### src/rtl/jsv_pkg.sv
package jsv_pkg;

  localparam int unsigned DefMaxDepth = 64;

  typedef enum logic [3:0] {
    OP_END     = 4'd0,
    OP_LEXERR  = 4'd1,
    OP_INT     = 4'd2,
    OP_NUM     = 4'd3,
    OP_STRING  = 4'd4,
    OP_NULL    = 4'd5,
    OP_TRUE    = 4'd6,
    OP_FALSE   = 4'd7,
    OP_IDENT   = 4'd8,
    OP_SYMBOL  = 4'd9
  } opcode_e;

  typedef enum logic [2:0] {
    SYM_LBRACE = 3'd0,
    SYM_RBRACE = 3'd1,
    SYM_LBRACK = 3'd2,
    SYM_RBRACK = 3'd3,
    SYM_COLON  = 3'd4,
    SYM_COMMA  = 3'd5,
    SYM_LPAREN = 3'd6,
    SYM_RPAREN = 3'd7
  } symbol_e;

  typedef enum logic [3:0] {
    EV_OPEN_OBJ  = 4'd0,
    EV_CLOSE_OBJ = 4'd1,
    EV_OPEN_ARR  = 4'd2,
    EV_CLOSE_ARR = 4'd3,
    EV_KEY       = 4'd4,
    EV_INT       = 4'd5,
    EV_NUM       = 4'd6,
    EV_STR       = 4'd7,
    EV_NULL      = 4'd8,
    EV_TRUE      = 4'd9,
    EV_FALSE     = 4'd10,
    EV_SEP       = 4'd11,
    EV_ERR       = 4'd12
  } event_e;

  typedef enum logic [3:0] {
    ERR_NONE          = 4'd0,
    ERR_LEXER         = 4'd1,
    ERR_BAD_IDENT     = 4'd2,
    ERR_BAD_SYMBOL    = 4'd3,
    ERR_VALUE_EXP     = 4'd4,
    ERR_KEY_EXP       = 4'd5,
    ERR_COLON_EXP     = 4'd6,
    ERR_OBJ_NEXT_EXP  = 4'd7,
    ERR_ARR_NEXT_EXP  = 4'd8,
    ERR_MISMATCH_OBJ  = 4'd9,
    ERR_MISMATCH_ARR  = 4'd10,
    ERR_OVERFLOW      = 4'd11
  } error_e;

  typedef enum logic [1:0] {
    PH_VALUE = 2'd0,
    PH_KEY   = 2'd1,
    PH_COLON = 2'd2,
    PH_NEXT  = 2'd3
  } phase_e;

  typedef enum logic [2:0] {
    ACT_FAIL   = 3'd0,
    ACT_OPEN   = 3'd1,
    ACT_CLOSE  = 3'd2,
    ACT_SCALAR = 3'd3,
    ACT_KEY    = 3'd4,
    ACT_SEP    = 3'd5
  } action_e;

  typedef struct packed {
    logic [3:0] opcode;
    logic [2:0] symbol_code;
  } token_t;

  typedef struct packed {
    event_e     event_res;
    error_e     error_code;
    logic [6:0] nesting_depth;
    logic       document_done;
  } result_t;

endpackage

### src/rtl/json_structure_validator.sv
// Pushdown checker of JSON structure. One classified token is accepted per
// clock and its structural event appears in the output register on the next
// cycle; a new token is taken every cycle while the output is free or being
// drained. The figure is set by a single-pass update of the parse phase,
// nesting level and empty flag, with the innermost container type held in a
// registered read of the MAX_DEPTH x 1 stack memory (push data forwarded into
// that read). The stack memory is never cleared; only entries below the
// current level are read. strict_json is written through the config channel;
// the user writes it only while the block is idle, as the block does not enforce this.
module json_structure_validator #(
  parameter int unsigned MAX_DEPTH = jsv_pkg::DefMaxDepth
) (
  input  logic             clk_i,
  input  logic             rst_ni,
  input  logic             in_valid_i,
  output logic             in_stall_o,
  input  jsv_pkg::token_t  in_data_i,
  output logic             out_valid_o,
  input  logic             out_stall_i,
  output jsv_pkg::result_t out_data_o,
  input  logic             cfg_valid_i,
  output logic             cfg_ready_o,
  input  logic             cfg_data_i
);

  import jsv_pkg::*;

  localparam int unsigned LW = $clog2(MAX_DEPTH + 1);
  localparam int unsigned AW = (MAX_DEPTH > 1) ? $clog2(MAX_DEPTH) : 1;

  logic          strict_q;
  phase_e        phase_q, phase_d;
  logic [LW-1:0] level_q, level_d;
  logic          empty_q, empty_d;
  logic          top_obj_q;
  logic          out_valid_q;
  result_t       out_data_q;

  logic          stack_mem [MAX_DEPTH];
  logic [AW-1:0] wr_addr, rd_addr;
  logic          push;
  logic          push_obj;

  logic          in_fire;
  logic          relaxed;
  logic          top_obj;
  logic [3:0]    op;
  logic [2:0]    sym;
  logic          is_sym;

  action_e       act;
  logic          arg_obj;
  error_e        fail_code;
  event_e        ev_d;
  error_e        err_d;
  logic          done_d;
  phase_e        sep_phase;
  logic [LW-1:0] close_level;
  logic [LW+6:0] depth_ext;

  assign cfg_ready_o = 1'b1;
  assign in_stall_o  = out_valid_q && out_stall_i;
  assign in_fire     = in_valid_i && !in_stall_o;
  assign relaxed     = !strict_q;
  assign top_obj     = (level_q != '0) && top_obj_q;
  assign op          = in_data_i.opcode;
  assign sym         = in_data_i.symbol_code;
  assign is_sym      = (op == OP_SYMBOL);

  // decide what the token does
  always_comb begin
    act       = ACT_FAIL;
    arg_obj   = 1'b0;
    fail_code = ERR_NONE;
    sep_phase = PH_VALUE;
    if (op == OP_LEXERR) begin
      fail_code = ERR_LEXER;
    end else begin
      unique case (phase_q)
        PH_VALUE: begin
          if (op >= OP_INT && op <= OP_FALSE) begin
            act = ACT_SCALAR;
          end else if (op == OP_IDENT) begin
            fail_code = ERR_BAD_IDENT;
          end else if (is_sym) begin
            if (sym == SYM_LBRACE || sym == SYM_LBRACK) begin
              arg_obj = (sym == SYM_LBRACE);
              if (level_q >= LW'(MAX_DEPTH)) begin
                fail_code = ERR_OVERFLOW;
              end else begin
                act = ACT_OPEN;
              end
            end else if (sym == SYM_RBRACK && level_q != '0 && !top_obj &&
                         (relaxed || empty_q)) begin
              act = ACT_CLOSE;
            end else begin
              fail_code = ERR_BAD_SYMBOL;
            end
          end else begin
            fail_code = ERR_VALUE_EXP;
          end
        end
        PH_KEY: begin
          if (op == OP_STRING || (relaxed && op >= OP_INT && op <= OP_IDENT)) begin
            act = ACT_KEY;
          end else if (is_sym && sym == SYM_RBRACE && (relaxed || empty_q)) begin
            if (top_obj) begin
              act     = ACT_CLOSE;
              arg_obj = 1'b1;
            end else begin
              fail_code = ERR_MISMATCH_OBJ;
            end
          end else begin
            fail_code = ERR_KEY_EXP;
          end
        end
        PH_COLON: begin
          if (is_sym && sym == SYM_COLON) begin
            act       = ACT_SEP;
            sep_phase = PH_VALUE;
          end else begin
            fail_code = ERR_COLON_EXP;
          end
        end
        PH_NEXT: begin
          if (!is_sym) begin
            fail_code = top_obj ? ERR_OBJ_NEXT_EXP : ERR_ARR_NEXT_EXP;
          end else if (sym == SYM_COMMA) begin
            act       = ACT_SEP;
            sep_phase = top_obj ? PH_KEY : PH_VALUE;
          end else if (sym == SYM_RBRACE) begin
            if (top_obj) begin
              act     = ACT_CLOSE;
              arg_obj = 1'b1;
            end else begin
              fail_code = ERR_MISMATCH_OBJ;
            end
          end else if (sym == SYM_RBRACK) begin
            if (top_obj) begin
              fail_code = ERR_MISMATCH_ARR;
            end else begin
              act = ACT_CLOSE;
            end
          end else begin
            fail_code = ERR_BAD_SYMBOL;
          end
        end
        default: fail_code = ERR_BAD_SYMBOL;
      endcase
    end
  end

  // apply it to the state
  always_comb begin
    phase_d     = phase_q;
    level_d     = level_q;
    empty_d     = empty_q;
    ev_d        = EV_OPEN_OBJ;
    err_d       = ERR_NONE;
    done_d      = 1'b0;
    push        = 1'b0;
    push_obj    = arg_obj;
    close_level = (level_q != '0) ? level_q - 1'b1 : level_q;
    unique case (act)
      ACT_FAIL: begin
        ev_d    = EV_ERR;
        err_d   = fail_code;
        phase_d = PH_VALUE;
        level_d = '0;
        empty_d = 1'b1;
      end
      ACT_OPEN: begin
        push    = 1'b1;
        level_d = level_q + 1'b1;
        empty_d = 1'b1;
        ev_d    = arg_obj ? EV_OPEN_OBJ : EV_OPEN_ARR;
        phase_d = arg_obj ? PH_KEY : PH_VALUE;
      end
      ACT_CLOSE: begin
        ev_d    = arg_obj ? EV_CLOSE_OBJ : EV_CLOSE_ARR;
        level_d = close_level;
        if (close_level == '0) begin
          done_d  = 1'b1;
          phase_d = PH_VALUE;
          empty_d = 1'b1;
        end else begin
          phase_d = PH_NEXT;
          empty_d = 1'b0;
        end
      end
      ACT_SCALAR: begin
        ev_d = event_e'(op + 4'd3);
        if (level_q == '0) begin
          done_d  = 1'b1;
          phase_d = PH_VALUE;
          empty_d = 1'b1;
        end else begin
          phase_d = PH_NEXT;
          empty_d = 1'b0;
        end
      end
      ACT_KEY: begin
        ev_d    = EV_KEY;
        phase_d = PH_COLON;
      end
      ACT_SEP: begin
        ev_d    = EV_SEP;
        phase_d = sep_phase;
      end
      default: begin
        ev_d    = EV_ERR;
        err_d   = ERR_BAD_SYMBOL;
        phase_d = PH_VALUE;
        level_d = '0;
        empty_d = 1'b1;
      end
    endcase
    if (!in_fire) begin
      phase_d = phase_q;
      level_d = level_q;
      empty_d = empty_q;
      push    = 1'b0;
    end
  end

  // depth reported modulo 128
  assign depth_ext = {7'd0, level_d};

  assign wr_addr = AW'(level_q);
  assign rd_addr = (level_d == '0) ? '0 : AW'(level_d - 1'b1);

  // stack memory with registered top read, push data forwarded
  always_ff @(posedge clk_i) begin
    if (push) begin
      stack_mem[wr_addr] <= push_obj;
    end
    if (push && wr_addr == rd_addr) begin
      top_obj_q <= push_obj;
    end else begin
      top_obj_q <= stack_mem[rd_addr];
    end
  end

  always_ff @(posedge clk_i or negedge rst_ni) begin
    if (!rst_ni) begin
      strict_q    <= 1'b1;
      phase_q     <= PH_VALUE;
      level_q     <= '0;
      empty_q     <= 1'b1;
      out_valid_q <= 1'b0;
    end else begin
      if (cfg_valid_i) begin
        strict_q <= cfg_data_i;
      end
      phase_q <= phase_d;
      level_q <= level_d;
      empty_q <= empty_d;
      if (in_fire) begin
        out_valid_q <= 1'b1;
      end else if (!out_stall_i) begin
        out_valid_q <= 1'b0;
      end
    end
  end

  always_ff @(posedge clk_i) begin
    if (in_fire) begin
      out_data_q.event_res     <= ev_d;
      out_data_q.error_code    <= err_d;
      out_data_q.nesting_depth <= depth_ext[6:0];
      out_data_q.document_done <= done_d;
    end
  end

  assign out_valid_o = out_valid_q;
  assign out_data_o  = out_data_q;

  a_level_bound: assert property (@(posedge clk_i) disable iff (!rst_ni)
    level_q <= LW'(MAX_DEPTH))
    else $error("nesting level beyond MAX_DEPTH");

  a_err_clears: assert property (@(posedge clk_i) disable iff (!rst_ni)
    out_valid_o && out_data_o.event_res == EV_ERR |->
      out_data_o.nesting_depth == 7'd0 && !out_data_o.document_done)
    else $error("error result with depth or done set");

  a_code_only_on_err: assert property (@(posedge clk_i) disable iff (!rst_ni)
    out_valid_o && out_data_o.event_res != EV_ERR |-> out_data_o.error_code == ERR_NONE)
    else $error("error code on a non-error event");

  a_open_push: assert property (@(posedge clk_i) disable iff (!rst_ni)
    in_fire && act == ACT_OPEN |=> level_q == $past(level_q) + 1'b1)
    else $error("open did not push");

  a_done_restart: assert property (@(posedge clk_i) disable iff (!rst_ni)
    in_fire && done_d |=> level_q == '0 && phase_q == PH_VALUE && empty_q)
    else $error("completed document did not restart");

endmodule
### config.mk
export PLATFORM = sky130hd
export DESIGN_NAME = json_structure_validator
export DESIGN_NICKNAME = d
export VERILOG_FILES = /design/src/rtl/jsv_pkg.sv /design/src/rtl/json_structure_validator.sv
export SDC_FILE = /design/constraint.sdc
export NUM_CORES = 1
export LEC_CHECK = 0
export ABC_CLOCK_PERIOD_IN_PS = 3300
export BUFFER_PORTS_ARGS = -buffer_cell sky130_fd_sc_hd__buf_2
export CAP_MARGIN = 20
export CORE_UTILIZATION = 24
export DETAILED_ROUTE_END_ITERATION = 10
export RECOVER_POWER = 50
export SLEW_MARGIN = 20
export SYNTH_ARGS = -nofsm -noshare
export SYNTH_HDL_FRONTEND = slang
export SYNTH_SLANG_ARGS = --single-unit
### constraint.sdc
create_clock -name clk_i -period 3.3 [get_ports clk_i]
set_input_delay 0.33 -clock clk_i [delete_from_list [all_inputs] [get_ports clk_i]]
set_output_delay 0.33 -clock clk_i [all_outputs]
set_load 0.005 [all_outputs]
# After elaboration in Yosys (flattened, before gate mapping)
# Memories as Yosys holds them, arrays and structs flattened. A register that Yosys moved wholly into a read port is not among the register bits.
# Index checks and enable logic that the tools add are counted.
# word_totals
register_bits,28
ramBits,64
in_bits,13
output_inout_bits,19
word_cells,140
n_memories,1
# memory_table
name,words,word_bits,read_ports,rd_ports_with_merged_regs,wr,line,rtl
stack_mem,64,1,1,1,1,json_structure_validator.sv:39,logic stack_mem [MAX_DEPTH];
# op_classes
addsub,4
n_lt_le_gt_ge,4
eq_ne,18
n_mux,74
bitwise_logic,1
n_reduce_logical,29
# ops
cell,n
2-to-1 mux 4 bit,15
2-to-1 mux 3 bit,11
2-to-1 mux 1 bit,26
zero test 7 bit,3
one-hot mux 7 bit (3 select lines),1
2-to-1 mux 2 bit,10
one-hot mux 4 bit (5 select lines),1
one-hot mux 4 bit (4 select lines),1
2-to-1 mux 7 bit,2
equality test 3 x 2 -> 1 bit (second input constant),4
equality test 3 bit (second input constant),4
logical AND 1 bit,12
one-hot mux 3 bit (4 select lines),1
one-hot mux 2 bit (5 select lines),1
equality test 4 bit (second input constant),2
one-hot mux 4 bit (2 select lines),1
adder 7 x 1 -> 7 bit (second input constant),1
>= comparator 7 bit (second input constant),1
nonzero test 7 bit,1
subtractor 7 x 1 -> 7 bit (second input constant),1
equality test 3 x 1 -> 1 bit (second input constant),2
zero test 3 bit,2
2-to-1 mux 6 bit,1
one-hot mux 1 bit (3 select lines),2
19 further kinds,24

# Depth between registers and ports, before layout
# Gate-level depths: netlist (run 1).
# depth
depth_word,18
depth_mapped,17
ltp_nobuf,15

# Worst setup path before layout (run 1)
# Ideal clock, no wire load.
# synth_timing
kind,reg2reg
start,reg level_q[0]
end,reg (tool-made name)
setup_time_ps,123
arrival_ps,3413
required_ps,3177
path_slack_ps,-236
path_stages_with_launch,18
path_buffers,2
synth_period_minus_slack_ps,3536
cell_sequence,dfrtp_1 clkbuf_1 inv_1 ha_1 nor3b_1 and2_1 nand2_2 nand3_1 nor4_1 a211o_1 and3_4 buf_6 a311o_1 o211ai_2 ha_1 o21ai_0 o21a_1 mux2_1
# synth_lines
element,line,rtl
"start, declared",json_structure_validator.sv:33,"logic [LW-1:0] level_q, level_d;"
"start signal, assigned",json_structure_validator.sv:256,level_q <= level_d;

==> results of run 1 <==
==> layout make-up <==
cell class / instances / area [sq um] / area share
clock inverter: 6 / 48.8 / 0.00744
tap: 280 / 350 / 0.0534
timing repair buffer: 83 / 573 / 0.0874
inverter: 17 / 63.8 / 0.00973
multi-input combinational: 369 / 2450 / 0.374
clock buffer: 10 / 239 / 0.0364
sequential: 98 / 2830 / 0.431
==> power by group through the flow <==
stage / Combinational [uW] / Clock [uW] / Sequential, uW
after floorplan: 1790 / 0 / 1600
after global placement: 2460 / 0 / 1610
after detailed placement: 2450 / 0 / 1610
after CTS: 2470 / 1060 / 1590
after global routing: 2930 / 1090 / 1610
final: 2720 / 1030 / 1600
==> cells in the final DEF (no fill, tap or decap), types with 3 or more instances in the layout <==
| cell type | count |
|---|---|
| a211oi_1 | 3 |
| a21oi_1 | 17 |
| a22oi_1 | 12 |
| a31oi_1 | 6 |
| a41oi_1 | 3 |
| and2_1 | 5 |
| and3_1 | 8 |
| and4b_1 | 3 |
| buf_2 | 20 |
| buf_4 | 47 |
| clkbuf_1 | 12 |
| clkbuf_16 | 10 |
| dfrtp_1 | 10 |
| dfxtp_1 | 5 |
| edfxtp_1 | 80 |
| ha_1 | 5 |
| inv_1 | 15 |
| mux2i_1 | 33 |
| nand2_1 | 27 |
| nand2b_1 | 5 |
| nand3_1 | 19 |
| nand4_1 | 5 |
| nor2_1 | 94 |
| nor2b_1 | 8 |
| nor3_1 | 9 |
| o211ai_1 | 4 |
| o21a_1 | 5 |
| o21ai_0 | 14 |
| or2_2 | 3 |
| or3_1 | 4 |
| xnor2_1 | 4 |
| xor2_1 | 6 |
==> metrics by stage <==
step / instances / area (sq um)
4_1_cts: 856 / 6400
3_5_place_dp: 839 / 6100
3_3_place_gp: 839 / 6100
5_1_grt: 863 / 6560
2_1_floorplan: 515 / 5420
6_report: 863 / 6560
==> path summary, 6_finish.rpt <==
kind / end / cells after the start
min in group asynchronous: phase_q[1] / 2
hold / removal: out_valid_o / 2
hold reg to reg: empty_q / 2
setup reg to reg: flop / 14
setup / recovery: flop / 14
max in group asynchronous: level_q[4] / 2
==> what timing repair did <==
item	4_1_cts	5_1_grt
buffers inserted	0	6
setup endpoints to repair	6	6
pin swaps	2	15
gates cloned	0	1
hold buffers	1	0
endpoints found under the hold margin	10	0
gates resized for setup	2	22
==> critical path, stage by stage, from the launching register on <==
cell,delay (ns)
dfxtp_4,0.38
buf_12,0.15
mux2i_4,0.23
a22oi_1,0.08
and4b_1,0.20
a41o_1,0.26
o211ai_1,0.27
nand3_2,0.15
and3_4,0.21
a311o_1,0.36
o211ai_2,0.08
ha_2,0.24
o21ai_2,0.06
o21a_1,0.17
mux2_4,0.27
==> cell families after synthesis <==
kind of cell,Yosys count,share of synthesized area
AOI/OAI and AO/OA,103,0.136
xor gates and xnor gates,10,0.0163
adders and majority gates,7,0.0163
buffers and inverters,48,0.0451
DFF,98,0.525
muxes,37,0.0695
other,1,0.000696
and+or+nand+nor,211,0.191
==> cell usage after synthesis, drive strengths merged (6+ instances only) <==
master / n
nor2: 95
edfxtp: 80
mux2i: 34
nand2: 28
nand3: 22
a21oi: 18
o21ai: 18
clkbuf: 17
inv: 17
a22oi: 14
buf: 14
and3: 10
dfrtp: 10
nor3: 10
nor2b: 9
a31oi: 7
and2: 7
ha: 7
dfxtp: 6
nand4: 6
xor2: 6
==> sequential cells by signal, summed over array words and instances (netlist names), named ones only <==
name	flops
strict_q	1
level_q	7
out_data_o	16
phase_q	2
empty_q	1
out_valid_o	1
stack_mem	64
==> layer usage <==
metal / global-route usage / vias up / share of wire
met1: 0.181 / 2117 / 0.46
met4: 0.0500 / 0 / 0.016
met2: 0.203 / 116 / 0.47
li1: - / 2020 / -
met5: 0 / - / 0
met3: 0.0266 / 12 / 0.049
==> summary.md, run 1 <==
| Metric | Value |
|---|---|
| Ys async rst share | `0.122` |
| Area Overhead vs Synth | `21.8%` |
| # port buffers | `30` |
| DRT antenna net count | `0` |
| Data required, critical path | `3.54 ns` |
| Sequential fraction of design power | `0.298` |
| Worst-case clock buffer depth | `2` |
| Fin. max-slew vios | `0` |
| Drt initial violations | `431` |
| Vias per std cell | `4.94` |
| Initial Utilization | `0.246` |
| Worst vdd ir | `371 uV` |
| Switch share | `0.398` |
| Final hold vios | `0` |
| Int Pwr | `3220 uW` |
| Global-route wire length before repair | `22700 um` |
| CTS Sinks | `98` |
| Final WS setup | `0.0700 ns` |
| Most used flip-flop cell after synthesis | `edfxtp_1` |
| Fillcell total | `2314` |
| Max-Cap Viols | `0` |
| Layout cells sized above 1 | `0.218` |
| Yosys top cell by area | `edfxtp_1` |
| GRT Resource Usage Total | `0.132` |
| DIE AREA | `23000 sq um` |
| Nets | `598` |
| Vias in the first global route | `4033` |
| Synth top area share | `0.446` |
| TritonCTS clock tree | `done` |
| Worst-path maximum fanout | `8` |
| CTS Buf Count | `9` |
| DRC Markers | `0` |
| Total power | `5350 uW` |
| Slew headroom | `0.450` |
| Antenna violations before repair | `0` |
| Synth Register Bits | `98` |
| Hold Path Class | `in -> reg` |
| NetSw | `2130 uW` |
| F_max | `310 MHz` |
| Synth Instances | `515` |
| Layout Utilization | `0.300` |
| Status | `complete, no violations` |
| Gr ovfl total | `0` |
| Combinational fraction of design power | `0.508` |
| CTS root buf | `clkbuf_16` |
| GPL Wtd Cong | `0.910` |
| Crit path time final | `3.23 ns` |
| Synth top area cells | `edfxtp_1 45%, nor2_1 6.6%, mux2i_1 6.3%` |
| Worst Tran Pin Value | `0.825 ns` |
| ANT cells | `0` |
| Core ar. | `21900 sq um` |
| Critical path launch point type | `flop` |
| DR WL/cell | `16.8 um` |
| Synthesized area | `5390 sq um` |
| Number of synthesis warnings | `0` |
| WS Path Type | `reg -> reg` |
| Syn nets | `535` |
| Final setup vio count | `0` |
| Syn_area_per_cell | `10.5 sq um` |
| DR vias | `4265` |
| Pleak | `0.00252 uW` |
| Setup Skew | `0.0105 ns` |
| Fin crit share | `0.979` |
| R2R setup slack | `0.07 ns` |
| Count of cell types in the netlist | `75` |
| Register area share after synthesis | `0.525` |
| Pwr per Cell Area | `815 nW/um^2` |
| H-tree depth | `3` |
| Drt pass-1 iters | `5` |
| Clk pwr share | `0.193` |
| Critical path arrival | `3.47 ns` |
| Clock slew at reported path FFs | `0.07 ns` |
| Worst-skew pair later-pin latency | `0.36 ns` |
| Ports | `32` |
| Total wire length | `14500 um` |
| Row count | `54` |
| Die Y | `152 um` |
| Setup TNS | `0 ns` |
| Post-synth EDFFs | `80` |
| Pre-CTS setup slack | `-0.133 ns` |
| DP HPWL | `10300 um` |
| Critical Path Sink Type | `flop` |
| Die X | `152 um` |
| Min Hold Slack | `0.202 ns` |
| RSZ-0062 raised after global routing | `true` |
| Pin count of the biggest net entering global routing | `66` |
| HP Start | `in_valid_i` |
Power figures use the tool's default switching activity.
==> run 2, diff against run 1 <==
--- a/config.mk
+++ b/config.mk
@@ -12,2 +12,3 @@
 export DETAILED_ROUTE_END_ITERATION = 10
+export GPL_ROUTABILITY_DRIVEN = 0
 export RECOVER_POWER = 50
==> constraint.sdc (replaced) <==
create_clock -name clk_i -period 3.3 [get_ports clk_i]
set_input_delay 0.495 -clock clk_i [delete_from_list [all_inputs] [get_ports clk_i]]
set_output_delay 0.495 -clock clk_i [all_outputs]
set_load 0.005 [all_outputs]
==> summary.md, run 2 (synthesized netlist as in run 1, its figures left out) <==
| Metric | Value |
|---|---|
| Gr ovfl total | `0 (unchanged)` |
| H-tree depth | `3 (unchanged)` |
| F_max | `306 MHz (-1.2%)` |
| Drt initial violations | `428 (-0.70%)` |
| Pwr per Cell Area | `782 nW/um^2 (-4.0%)` |
| Area Overhead vs Synth | `21.5%` |
| CTS Buf Count | `9 (unchanged)` |
| DP HPWL | `9920 um (-3.4%)` |
| RSZ-0062 raised after global routing | `true` |
| CP max stage cell | `dfxtp_4` |
| Ports | `32 (unchanged)` |
| GRT Resource Usage Total | `0.128 (-0.00394)` |
| DRT antenna net count | `0 (unchanged)` |
| CTS root buf | `clkbuf_16` |
| Data required, critical path | `3.54 ns (about the same)` |
| Worst vdd ir | `391 uV (+5.3%)` |
| Total wire length | `14200 um (-2.1%)` |
| ANT cells | `0 (unchanged)` |
| Pin count of the biggest net entering global routing | `65 (-1.5%)` |
| Status | `complete, no violations` |
| DR WL/cell | `16.4 um (-2.5%)` |
| Final WS setup | `0.0312 ns (-0.0387 ns)` |
| Critical Path, Cell by Cell | `clkbuf_16, buf_4, mux2i_1, a21oi_1, a41o_1, o211ai_1, nand3_2, and3_4, a311o_1, o211ai_2, ha_2, o21ai_2, o21a_1, mux2_4` |
| Die X | `152 um (unchanged)` |
| Layout cells sized above 1 | `0.215 (-0.00319)` |
| Drt pass-1 iters | `5 (unchanged)` |
| Largest register by flop count | `stack_mem` |
| Worst-skew pair later-pin latency | `0.36 ns (about the same)` |
| DIE AREA | `23000 sq um (unchanged)` |
| Hold Path Class | `in -> async` |
| Global-route wire length before repair | `22100 um (-2.5%)` |
| Nets | `602 (+0.67%)` |
| Worst-path maximum fanout | `5 (-3)` |
| Slew headroom | `0.513 (+0.0631)` |
| Critical Path Sink Type | `flop` |
| WS Path Type | `reg -> reg` |
| Core ar. | `21900 sq um (unchanged)` |
| Vias per std cell | `4.98 (+0.73%)` |
| Initial Utilization | `0.246 (unchanged)` |
| Die Y | `152 um (unchanged)` |
| Max reg flops | `64 (unchanged)` |
| Fin. max-slew vios | `0 (unchanged)` |
| Setup Skew | `0.0126 ns (+0.00218 ns)` |
| Antenna violations before repair | `0 (unchanged)` |
| Row count | `54 (unchanged)` |
| Final setup vio count | `0 (unchanged)` |
| Worst-case clock buffer depth | `2 (unchanged)` |
| Worst Tran Pin Value | `0.730 ns (-0.0946 ns)` |
| TritonCTS clock tree | `done` |
| DR vias | `4316 (+1.2%)` |
| Max incr delay on CP | `0.40 ns (+0.02 ns)` |
| DRC Markers | `0 (unchanged)` |
| Critical path launch point type | `flop` |
| Most frequent cells in the layout | `93 x nor2_1, 80 x edfxtp_1, 50 x buf_4` |
| Vias in the first global route | `3967 (-1.6%)` |
| Final hold vios | `0 (unchanged)` |
| Pleak | `0.00254 uW (+0.70%)` |
| Pre-CTS setup slack | `-0.0983 ns (+0.0348 ns)` |
| Max-Cap Viols | `0 (unchanged)` |
| # port buffers | `30 (unchanged)` |
| Critical path arrival | `3.51 ns (+0.04 ns)` |
| CTS Sinks | `98 (unchanged)` |
| Min Hold Slack | `0.157 ns (-0.0441 ns)` |
| Fin crit share | `0.991 (+0.0117)` |
| Crit path time final | `3.27 ns (+0.0387 ns)` |
| Clock slew at reported path FFs | `0.08 ns (about the same)` |
| Commonest non-fill, non-tap cell in the layout | `nor2_1` |
run 2: final timing paths:
kind / startpoint / endpoint / slack [ns] / depth (start not counted)
setup / recovery: flop / flop / 0.03 / 14
hold / removal: rst_ni / phase_q[0] / 0.16 / 1
setup reg to reg: flop / flop / 0.03 / 14
hold reg to reg: out_valid_o / out_valid_o / 0.52 / 2
max in group asynchronous: rst_ni / level_q[4] / 2.68 / 1
min in group clk_i: in_valid_i / out_valid_o / 0.34 / 2
run 2: layer usage:
layer | vias to the layer above | GRT usage | share of wire
met5 | - | 0 | 0
met1 | 2122 | 0.176 | 0.46
li1 | 2026 | - | -
met4 | 0 | 0.0520 | 0.019
met2 | 147 | 0.200 | 0.47
met3 | 21 | 0.0201 | 0.048
run 2: timing repair:
| item | in CTS | in global routing |
|---|---|---|
| hold buffers | 0 | 0 |
| pin swaps | 0 | 9 |
| resized for setup | 3 | 18 |
| setup endpoints to repair | 6 | 7 |
| setup buffers | 0 | 3 |
| gates cloned | 0 | 2 |
run 2: critical path: cells and delay by family (launching register included):
family	cells	cell delay (ns)
AOI/OAI and AO/OA	7	1.29
muxes	2	0.48
and+or+nand+nor	2	0.41
DFF	1	0.40
buffers and inverters	2	0.32
adders and majority gates	1	0.25
run 2: final cells by class:
class	instances	area [sq um]
Clock buffer	10	229
Clock inverter	6	41.3
Fill cell	2329	15300
Inverter	17	63.8
Multi-Input combinational cell	369	2420
Sequential cell	98	2830
Tap cell	280	350
Timing Repair Buffer	87	606
run 2: per-stage QoR:
stage | cells | instance area, sq um | utilization | TNS [ns] | total power [uW]
floorplan | 515 | 5420 | - | 0 | 3390
global placement | 846 | 6140 | 0.281 | -0.736 | 3930
detailed placement | 846 | 6140 | 0.281 | -0.447 | 3920
CTS | 862 | 6420 | 0.293 | 0 | 4920
global route | 867 | 6540 | 0.299 | -0.449 | 5430
finish | 867 | 6540 | 0.299 | 0 | 5120
run 2: where the power goes:
part / switching (uW) / internal [uW]
Combinational: 1410 / 1100
Clock: 477 / 513
Sequential: 105 / 1500
==> run 3, diff against run 2 <==
Settings changed: RECOVER_POWER 50 to not set.
==> summary.md, run 3 (synthesized netlist as in run 1, its figures left out) <==
| Metric | Value |
|---|---|
| Crit path time final | `3.27 ns (-0.000279 ns)` |
| Hold Path Class | `in -> async` |
| CTS Sinks | `98 (unchanged)` |
| Largest register by flop count | `stack_mem` |
| Vias in the first global route | `3967 (unchanged)` |
| Critical path launch point type | `flop` |
| Total wire length | `14200 um (about the same)` |
| Fin crit share | `0.990 (about the same)` |
| Sequential fraction of design power | `0.313 (about the same)` |
| Core ar. | `21900 sq um (unchanged)` |
| F_max | `306 MHz (about the same)` |
| DP HPWL | `9920 um (unchanged)` |
| Drt pass-1 iters | `5 (unchanged)` |
| Combinational fraction of design power | `0.494 (+0.002)` |
| DR WL/cell | `16.4 um (about the same)` |
| GRT Resource Usage Total | `0.128 (unchanged)` |
| DRC Markers | `0 (unchanged)` |
| CP max stage cell | `dfxtp_4` |
| Clock slew at reported path FFs | `0.07 ns (about the same)` |
| Layout Utilization | `0.300 (+0.00109)` |
| Pwr per Cell Area | `782 nW/um^2 (about the same)` |
| H-tree depth | `3 (unchanged)` |
| WS Path Type | `reg -> reg` |
| Gr ovfl total | `0 (unchanged)` |
| Data required, critical path | `3.54 ns (about the same)` |
| Ports | `32 (unchanged)` |
| Global-route wire length before repair | `22100 um (unchanged)` |
| Critical Path, Cell by Cell | `clkbuf_16, buf_4, mux2i_1, a21oi_1, a41o_1, o211ai_1, nand3_2, and3_4, a311o_1, o211ai_2, ha_2, o21ai_2, o21a_1, mux2_4` |
| # hold bufs at CTS | `0 (unchanged)` |
| Fin. max-slew vios | `0 (unchanged)` |
| Antenna violations before repair | `0 (unchanged)` |
| DR vias | `4299 (-0.39%)` |
| Worst-case clock buffer depth | `2 (unchanged)` |
| Area Overhead vs Synth | `21.9%` |
| Pin count of the biggest net entering global routing | `65 (unchanged)` |
| Initial Utilization | `0.246 (unchanged)` |
| Critical Path Sink Type | `flop` |
| Vias per std cell | `4.96 (-0.39%)` |
| Max-Cap Viols | `0 (unchanged)` |
| Status | `complete, no violations` |
| CTS root buf | `clkbuf_16` |
| Final hold vios | `0 (unchanged)` |
| Die X | `152 um (unchanged)` |
| WP buf/inv | `2 (unchanged)` |
| Layout cells sized above 1 | `0.239 (+0.0239)` |
| Worst vdd ir | `391 uV (about the same)` |
| Worst Tran Pin Value | `0.629 ns (-0.101 ns)` |
| Row count | `54 (unchanged)` |
| Int Pwr | `3140 uW (+0.49%)` |
| Final setup vio count | `0 (unchanged)` |
| RSZ-0062 raised after global routing | `true` |
| NetSw | `2000 uW (+0.26%)` |
| Max incr delay on CP | `0.40 ns (about the same)` |
| Placed Cells | `846 (unchanged)` |
| # port buffers | `30 (unchanged)` |
| Die Y | `152 um (unchanged)` |
| Nets | `602 (unchanged)` |
| Slew headroom | `0.577 (+0.0639)` |
| Switch share | `0.389 (-0.000537)` |
| Pleak | `0.00258 uW (+1.6%)` |
| Max reg flops | `64 (unchanged)` |
| Critical path's top delay family | `compound AO/OA/AOI/OAI gates` |
| Critical path arrival | `3.51 ns (about the same)` |
| Worst-skew pair later-pin latency | `0.36 ns (about the same)` |
| Setup Skew | `0.0122 ns (-0.000432 ns)` |
| Min Hold Slack | `0.00854 ns (-0.149 ns)` |
| Most frequent cells in the layout | `93 x nor2_1, 80 x edfxtp_1, 53 x buf_4` |
| Layout Cells excl Fill | `867 (unchanged)` |
| CTS Buf Count | `9 (unchanged)` |
| ANT cells | `0 (unchanged)` |
| Commonest non-fill, non-tap cell in the layout | `nor2_1` |
| DIE AREA | `23000 sq um (unchanged)` |
| DRT antenna net count | `0 (unchanged)` |
| Clk pwr share | `0.193 (about the same)` |
| Worst-path maximum fanout | `5 (unchanged)` |
| TritonCTS clock tree | `done` |
| Drt initial violations | `434 (+1.4%)` |
-- run 3: cell count changes in the layout (fill, tap and decap cells not counted), sizes merged --
| cell | previous run | this run |
|---|---|---|
| buf | 72 | 85 |
| clkbuf | 25 | 12 |
-- run 3: power by group through the flow --
| stage | Clock [uW] | Sequential, uW | Combinational, uW |
|---|---|---|---|
| 3_5_place_dp | 0 | 1620 | 2300 |
| 4_1_cts | 1010 | 1590 | 2320 |
| 5_1_grt | 1060 | 1620 | 2760 |
| 6_report | 991 | 1610 | 2540 |
| 2_1_floorplan | 0 | 1600 | 1790 |
| 3_3_place_gp | 0 | 1620 | 2310 |
-- run 3: through the flow --
step                total power, uW  instance area, sq um  TNS, ns  setup WS [ns]
global placement               3930                  6140   -0.736         -0.164
floorplan                      3390                  5420        0         0.0242
CTS                            4920                  6420        0        0.00587
detailed placement             3920                  6140   -0.447        -0.0983
global route                   5440                  6570   -0.424         -0.119
finish                         5140                  6570        0         0.0315
-- run 3: layer usage --
layer	track usage	part of all wire	vias to the layer above	wire length, um
li1	-	-	2023	-
met1	0.176	0.47	2122	6640
met2	0.200	0.47	135	6670
met3	0.0201	0.046	19	661
met4	0.0520	0.019	0	272
met5	0	0	-	0
-- run 3: path summary, 6_finish.rpt --
check / depth (start not counted) / slack (ns) / from / endpoint
min in group clk_i: 2 / 0.33 / in_valid_i / out_valid_o
setup reg to reg: 14 / 0.03 / flop / flop
setup / recovery: 14 / 0.03 / flop / flop
max in group asynchronous: 1 / 3.01 / rst_ni / empty_q
hold / removal: 1 / 0.009 / rst_ni / phase_q[0]
hold reg to reg: 2 / 0.52 / out_valid_o / out_valid_o
-- run 3: final cells by class --
| class | instances | area, sq um |
|---|---|---|
| multi-input combinational | 369 | 2420 |
| clock buffer | 10 | 229 |
| clock inverter | 6 | 41.3 |
| sequential | 98 | 2830 |
| tap | 280 | 350 |
| timing repair buffer | 87 | 629 |
| fill | 2324 | 15300 |
| inverter | 17 | 63.8 |
-- run 3: timing repair --
| item | in CTS | in global routing |
|---|---|---|
| endpoints found under the hold margin | 0 | 0 |
| gates resized for setup | 3 | 18 |
| setup buffers | 0 | 3 |
| pin swaps | 0 | 9 |
| cloned | 0 | 2 |
| endpoints found under the setup margin | 6 | 7 |
